===== config.mk =====
export PLATFORM = sky130hd
export DESIGN_NAME = adl_step
export DESIGN_NICKNAME = d
export VERILOG_FILES = /design/src/rtl/adl_pkg.sv /design/src/rtl/adl_step.sv
export SDC_FILE = /design/constraint.sdc
export NUM_CORES = 1
export LEC_CHECK = 0
export BUFFER_PORTS_ARGS = -buffer_cell sky130_fd_sc_hd__clkbuf_2
export CAP_MARGIN = 10
export CELL_PAD_IN_SITES_DETAIL_PLACEMENT = 1
export CELL_PAD_IN_SITES_GLOBAL_PLACEMENT = 1
export CORE_ASPECT_RATIO = 0.5
export CORE_UTILIZATION = 38
export DETAILED_ROUTE_END_ITERATION = 8
export PLACE_DENSITY = 0.75
export SLEW_MARGIN = 10
export SYNTH_ARGS = -nofsm -noshare
export SYNTH_HDL_FRONTEND = slang
export SYNTH_SLANG_ARGS = --single-unit

===== constraint.sdc =====
create_clock -name vclk -period 22.2
set_clock_uncertainty 0.1 [all_clocks]
set_input_delay 4.44 -clock vclk [all_inputs]
set_output_delay 4.44 -clock vclk [all_outputs]
set_load 0.1 [all_outputs]

===== src/rtl/adl_pkg.sv =====
// ----------------------------------------------------------------------------
// adl_pkg
// shared constants, codes, types and the step scale table of the adpcm
// loop decoder
// ----------------------------------------------------------------------------
`default_nettype none

package adl_pkg;

  localparam int unsigned SRC_BYTES = 65536;
  localparam int unsigned SRC_AW    = $clog2(SRC_BYTES);

  localparam logic [17:0] POS_LIMIT = 18'd131072;

  localparam logic [14:0] STEP_MIN  = 15'd127;
  localparam logic [14:0] STEP_MAX  = 15'd24576;

  localparam logic signed [17:0] PRED_MAX = 18'sd32767;
  localparam logic signed [17:0] PRED_MIN = -18'sd32768;

  localparam logic [1:0] REQ_LOAD    = 2'd0;
  localparam logic [1:0] REQ_DECODE  = 2'd1;
  localparam logic [1:0] REQ_RESTART = 2'd2;

  localparam int unsigned CFG_IDX_W  = 8;
  localparam int unsigned CFG_DATA_W = 18;

  localparam logic [CFG_IDX_W-1:0] CFG_SAMPLE_COUNT = 8'd0;
  localparam logic [CFG_IDX_W-1:0] CFG_LOOP_ENABLE  = 8'd1;
  localparam logic [CFG_IDX_W-1:0] CFG_LOOP_BEGIN   = 8'd2;
  localparam logic [CFG_IDX_W-1:0] CFG_LOOP_STOP    = 8'd3;

  typedef struct packed {
    logic signed [15:0] pred;
    logic [14:0]        step;
    logic [17:0]        pos;
    logic               snap_taken;
    logic signed [15:0] snap_pred;
    logic [14:0]        snap_step;
  } dec_state_t;

  typedef struct packed {
    logic [17:0] sample_count;
    logic        loop_en;
    logic [16:0] loop_begin;
    logic [17:0] loop_stop;
  } cfg_regs_t;

  typedef struct packed {
    logic signed [15:0] sample;
    logic               drained;
    logic               wrapped;
  } result_t;

  function automatic logic [9:0] step_scale(input logic [2:0] mag);
    logic [9:0] s;
    case (mag)
      3'd4:    s = 10'h133;
      3'd5:    s = 10'h199;
      3'd6:    s = 10'h200;
      3'd7:    s = 10'h266;
      default: s = 10'h0E6;
    endcase
    return s;
  endfunction

endpackage

`default_nettype wire


===== src/rtl/adl_step.sv =====
// ----------------------------------------------------------------------------
// adl_step
// one decode step: nibble select, predictor and step update, loop capture
// and wrap, drained one-shot
// ----------------------------------------------------------------------------
`default_nettype none

module adl_step (
  input  wire adl_pkg::dec_state_t st,
  input  wire adl_pkg::cfg_regs_t  cfg,
  input  wire logic [7:0]          src_byte,
  output adl_pkg::dec_state_t      st_nxt,
  output adl_pkg::result_t         res
);

  logic               drained;
  logic               capture;
  logic               wrap;
  logic [3:0]         code;
  logic [2:0]         mag;
  logic [18:0]        prod_d;
  logic [15:0]        delta;
  logic signed [17:0] delta_s;
  logic signed [17:0] sum;
  logic signed [15:0] pred_new;
  logic [24:0]        prod_s;
  logic [16:0]        step_sc;
  logic [14:0]        step_new;
  logic [17:0]        pos_inc;
  logic signed [15:0] snap_pred_eff;
  logic [14:0]        snap_step_eff;

  assign drained = !cfg.loop_en && (st.pos >= cfg.sample_count);
  assign capture = cfg.loop_en && !st.snap_taken && (st.pos == {1'b0, cfg.loop_begin});

  assign code = st.pos[0] ? src_byte[7:4] : src_byte[3:0];
  assign mag  = code[2:0];

  // step * (2m+1) / 8, step is positive so a shift truncates toward zero
  assign prod_d  = 19'(st.step) * 19'({mag, 1'b1});
  assign delta   = prod_d[18:3];
  assign delta_s = $signed({2'b00, delta});
  assign sum     = $signed({{2{st.pred[15]}}, st.pred}) + (code[3] ? -delta_s : delta_s);

  always_comb begin
    if (sum > adl_pkg::PRED_MAX) begin
      pred_new = adl_pkg::PRED_MAX[15:0];
    end else if (sum < adl_pkg::PRED_MIN) begin
      pred_new = adl_pkg::PRED_MIN[15:0];
    end else begin
      pred_new = sum[15:0];
    end
  end

  assign prod_s  = 25'(st.step) * 25'(adl_pkg::step_scale(mag));
  assign step_sc = prod_s[24:8];

  always_comb begin
    if (step_sc < 17'(adl_pkg::STEP_MIN)) begin
      step_new = adl_pkg::STEP_MIN;
    end else if (step_sc > 17'(adl_pkg::STEP_MAX)) begin
      step_new = adl_pkg::STEP_MAX;
    end else begin
      step_new = step_sc[14:0];
    end
  end

  assign pos_inc = (st.pos < adl_pkg::POS_LIMIT) ? st.pos + 18'd1 : st.pos;
  assign wrap    = cfg.loop_en && (pos_inc >= cfg.loop_stop);

  // a capture in this step is what the wrap restores
  assign snap_pred_eff = capture ? st.pred : st.snap_pred;
  assign snap_step_eff = capture ? st.step : st.snap_step;

  always_comb begin
    if (drained) begin
      st_nxt      = st;
      res.sample  = '0;
      res.drained = 1'b1;
      res.wrapped = 1'b0;
    end else begin
      st_nxt.pred       = wrap ? snap_pred_eff : pred_new;
      st_nxt.step       = wrap ? snap_step_eff : step_new;
      st_nxt.pos        = wrap ? {1'b0, cfg.loop_begin} : pos_inc;
      st_nxt.snap_taken = st.snap_taken | capture;
      st_nxt.snap_pred  = snap_pred_eff;
      st_nxt.snap_step  = snap_step_eff;
      res.sample        = pred_new;
      res.drained       = 1'b0;
      res.wrapped       = wrap;
    end
  end

endmodule

`default_nettype wire


==> qor.csv, run 1 <==
metric,value,unit
run status,"finished, final reports clean",
Port Buf Inserts,242,
Synth Area in Adders,39.0,%
top post-synthesis cells by area,"fa_1 (24%), ha_1 (15%), inv_1 (6.7%)",
starting DRC count in detailed routing,583,
Slew @ Worst Pin,1380,ps
nets,2014,
"commonest non-fill, non-tap cell in the layout",clkbuf_2,
main combinational cell family by area after synthesis,adder cells,
largest net degree at the start of global routing,45,
FMAX,56.1,MHz
"Warnings, synthesis",0,
drt first pass iters,5,
Final Critical Period,17810,ps
register area,0,µm²
Seq Cell Count,0,
post-synth cell types,78,
initial antenna violation count,0,
number of fill cells,3544,
simple logic cell fraction of the synthesized area,19.6,%
crit share post-route,80.2,%
mux share of post-synthesis cell area,5.60,%
grt ovf,0,
worst path arrival time,13270,ps
full die area,29300,µm²
Avg Inst Size Synth,7.65,µm²
xor-xnor portion of the synthesized cell area,7.06,%
number of max-cap violations,0,
Die X,241,µm
DR vias/cell,5.64,
critical path required time,17660,ps
Core ar.,27900,µm²
unrepaired setup endpoints after global routing,no,
average routed wire per standard cell,21.4,µm
worst min-delay path class,primary input to output port,
final setup violation count,0,
Syn Inst Count,1421,
largest area contributor in the netlist,fa_1,
"commonest cells after routing, fill and taps aside","clkbuf_2 (242), inv_1 (193), ha_1 (134)",
top fanout value on the critical path,21,
dpl cells,1989,
Worst Setup End Kind,output port,
crit start category,primary input,
Compound-Gate Fraction of Synth Area,19.6,%
Starting Density,38.9,%
Synth top area share,23.6,%
Max Slew Vio Count,0,
P&R area growth vs syn,14.1,%
post-cts repair resize count,0,
layout cells sized above 1,19.4,%
I/O pins,242,
CP Class,primary input to output port,
Slew headroom,7.62,%
Post-CTS Setup Repair Bufs,0,
number of global-route vias before repair,11883,
post-route insts no fill,1989,
Setup TNS Final,0,ps
Routed WL,42600,µm
post-DP HPWL,36000,µm
# hold bufs at CTS,0,
worst slack at placement,4570,ps
Mapped Nets,1826,
final setup margin,4390,ps
antenna cells,0,
Clock buffer cells,0,
Total GRT Usage,28.6,%
via count,11223,
residual DRC count,0,
first-pass GRT wire length,66000,µm
Core Rows,43,
post-synthesis cell area,10900,µm²
ANT nets after route,0,
sequential share of the synthesized area,0,%
Die Height,122,µm
Final Hold Viols,0,
gpl congestion,0.964,
## metrics by stage
| stage | utilization [%] | instance area [µm²] | hold WS [ps] |
|---|---|---|---|
| 3_5_place_dp | 44.4 | 12400 | 9400 |
| 6_report | 44.4 | 12400 | 9400 |
| 4_1_cts | 44.4 | 12400 | 9400 |
| 5_1_grt | 44.4 | 12400 | 9410 |
| 2_1_floorplan | - | 10900 | 9220 |
| 3_3_place_gp | 44.4 | 12400 | 9390 |
## logic make-up after synthesis
group / count (synthesis)
AO/OA/AOI/OAI: 332
XOR/XNOR: 86
adder cells (fa/ha/maj): 262
buffers and inverters: 259
multiplexers: 55
AND/OR/NAND/NOR: 427
## synthesized netlist by cell type (13+ instances only)
master / number
and3_1: 23
and2_1: 52
fa_1: 128
nand3_1: 34
nor2_1: 102
o21ai_0: 67
xnor2_1: 52
ha_1: 134
nor3_1: 20
nor2b_1: 15
inv_1: 193
clkbuf_1: 52
mux2_2: 33
mux2i_1: 20
xor2_1: 33
o22ai_1: 21
a21o_1: 26
nand2_1: 109
a21oi_1: 102
nand4_1: 13
## final cells by class
cell class	instances	area, µm²	share of cell area [%]
multi-input combinational	1162	9920	80.0
timing repair buffer	251	1280	10.3
inverter	194	728	5.87
tap	382	478	3.85
## worst paths after layout
kind	depth (start not counted)	end	from	slack (ps)
max	28	st_nxt[71]	st[32]	4390
min	4	st_nxt[7]	st[7]	9400
## routing by layer
metal | track usage (%) | wire [µm] | vias up
met4 | 5.74 | 895 | 0
met2 | 50.8 | 20700 | 269
met1 | 39.0 | 19800 | 5657
met5 | 0 | 0 | -
li1 | - | - | 5243
met3 | 1.13 | 1280 | 54
## worst max-delay path, stage by stage
cell and delay, ps:
clkbuf_2 390, mux2_2 570, and2_1 260, fa_1 500, inv_1 50, fa_1 510, inv_1 50, ha_1 430
a211oi_2 390, o21bai_1 150, a22o_1 250, a211o_1 330, nor3_1 300, nand2_1 120, o41ai_1 380, xor2_1 190
ha_1 310, a21oi_1 160, o21ai_0 220, and3_1 270, a21o_1 200, or4_1 470, nand4_1 210, nor3_1 90
mux2i_2 800, and2_1 660, a21oi_1 150, clkbuf_2 410
Power of run 1 is not shown: default switching activity piles up to over one toggle a cycle in this logic, so the estimate is an artifact.
==> run 2: changes to the inputs <==
- clock period: 22.2 -> 17 ns (I/O delays scaled with it)
==> run 2 against run 1 <==
Net effect: via count increased by 0.46%; final cell count unchanged; global-route usage decreased by 0.51 points; worst setup slack worse by 3500 ps; critical endpoint is now st_nxt[50]; largest cell class unchanged.
==> qor.csv, run 2 (synthesis results as in run 1) <==
metric,value,unit,change
Worst Setup End Kind,output port,,
Final Hold Viols,0,,unchanged
residual DRC count,0,,unchanged
Max Slew Vio Count,0,,unchanged
Core Rows,43,,unchanged
Finished Core Util,44.4,%,unchanged
Total GRT Usage,28.1,%,-0.51 points
Die Height,122,µm,unchanged
final setup margin,926,ps,-3460 ps
top fanout value on the critical path,17,,-19%
worst slack at placement,1090,ps,-3480 ps
Core ar.,27900,µm²,unchanged
Slew headroom,21.8,%,+14 points
"commonest non-fill, non-tap cell in the layout",clkbuf_2,,
Worst path slowest cell,nor2_1,,
Port Buf Inserts,242,,unchanged
slowest cell delay on critical path,810,ps,about the same
post-route insts no fill,1989,,unchanged
Routed WL,41800,µm,-2.0%
antenna cells,0,,unchanged
Final Critical Period,16070,ps,
Worst path top cell family by delay,adder cells,,
initial antenna violation count,0,,unchanged
average routed wire per standard cell,21.0,µm,-2.0%
number of global-route vias before repair,11795,,-0.74%
ANT nets after route,0,,unchanged
largest net degree at the start of global routing,45,,unchanged
CP Class,primary input to output port,,
gpl congestion,0.985,,+2.2%
# hold bufs at CTS,0,,unchanged
Setup TNS Final,0,ps,unchanged
post-DP HPWL,35600,µm,-1.1%
Die X,241,µm,unchanged
number of fill cells,3552,,+0.23%
full die area,29300,µm²,unchanged
crit start category,primary input,,
unrepaired setup endpoints after global routing,no,,
dpl cells,1989,,unchanged
Starting Density,38.9,%,unchanged
Stages on worst setup path,24,,-14%
Critical path origin,st[32],,
layout cells sized above 1,19.4,%,unchanged
via count,11275,,+0.46%
DR vias/cell,5.67,,+0.46%
post-cts repair resize count,0,,unchanged
Post-CTS Setup Repair Bufs,0,,unchanged
crit share post-route,94.6,%,
final setup violation count,0,,unchanged
starting DRC count in detailed routing,511,,-12%
Slew @ Worst Pin,1170,ps,-211 ps
"commonest cells after routing, fill and taps aside","clkbuf_2 (242), inv_1 (193), ha_1 (134)",,
worst min-delay path class,primary input to output port,,
critical path required time,13500,ps,-4160 ps
worst path arrival time,12570,ps,-700 ps
P&R area growth vs syn,14.1,%,unchanged
grt ovf,0,,unchanged
register area,0,µm²,unchanged
run status,"finished, final reports clean",,
number of max-cap violations,0,,unchanged
CP bufs+invs,4,,unchanged
first-pass GRT wire length,64700,µm,-2.0%
CP cell instances,"clkbuf_2, mux2i_4, xnor2_1, nor2_1, nor2_1, fa_1, fa_1, inv_1, fa_1, inv_1, fa_1, fa_1, ha_1, nand3_1, a211oi_1, nor2_1, a21oi_1, nor2_1, xnor2_1, or4_4, o21ai_1, a31oi_1, o21ai_0, clkbuf_2",,
Seq Cell Count,0,,unchanged
Critical Path Sink,st_nxt[50],,
FMAX,62.2,MHz,
nets,2014,,unchanged
I/O pins,242,,unchanged
Clock buffer cells,0,,unchanged
drt first pass iters,5,,unchanged
"most used cell, CP",fa_1,,
run 2: cell types whose count changed in the layout (fill, tap and decap cells not counted):
cell and delta:
o21ai_1 -1, o21ai_0 +1
run 2: stage by stage:
step | hold slack [ps] | area [µm²]
2_1_floorplan | 7140 | 10900
5_1_grt | 7350 | 12400
3_5_place_dp | 7330 | 12400
4_1_cts | 7320 | 12400
3_3_place_gp | 7310 | 12400
6_report | 7320 | 12400
run 2: worst min-delay path by stage:
stage,startpoint,to,slack [ps],cells past startpoint
floorplan,st[33],st_nxt[33],7140,2
global placement,st[7],st_nxt[7],7310,4
detailed placement,st[0],st_nxt[0],7330,4
CTS,st[0],st_nxt[0],7320,4
global route,st[7],st_nxt[7],7350,4
finish,st[0],st_nxt[0],7320,4
run 2: layout make-up:
type	count	area [µm²]	share of cell area [%]
Inverter	194	728	5.87
Tap cell	382	478	3.85
Timing Repair Buffer	251	1280	10.3
Multi-Input combinational cell	1162	9920	80.0
run 2: metal layers:
layer | up-vias | GRT usage [%] | part of all wire, %
met5 | - | 0 | 0
met4 | 0 | 8.35 | 3.1
met3 | 66 | 2.42 | 4.3
met2 | 292 | 48.9 | 48
met1 | 5681 | 37.3 | 45
li1 | 5236 | - | -
Power of run 2 is left out for the same reason.
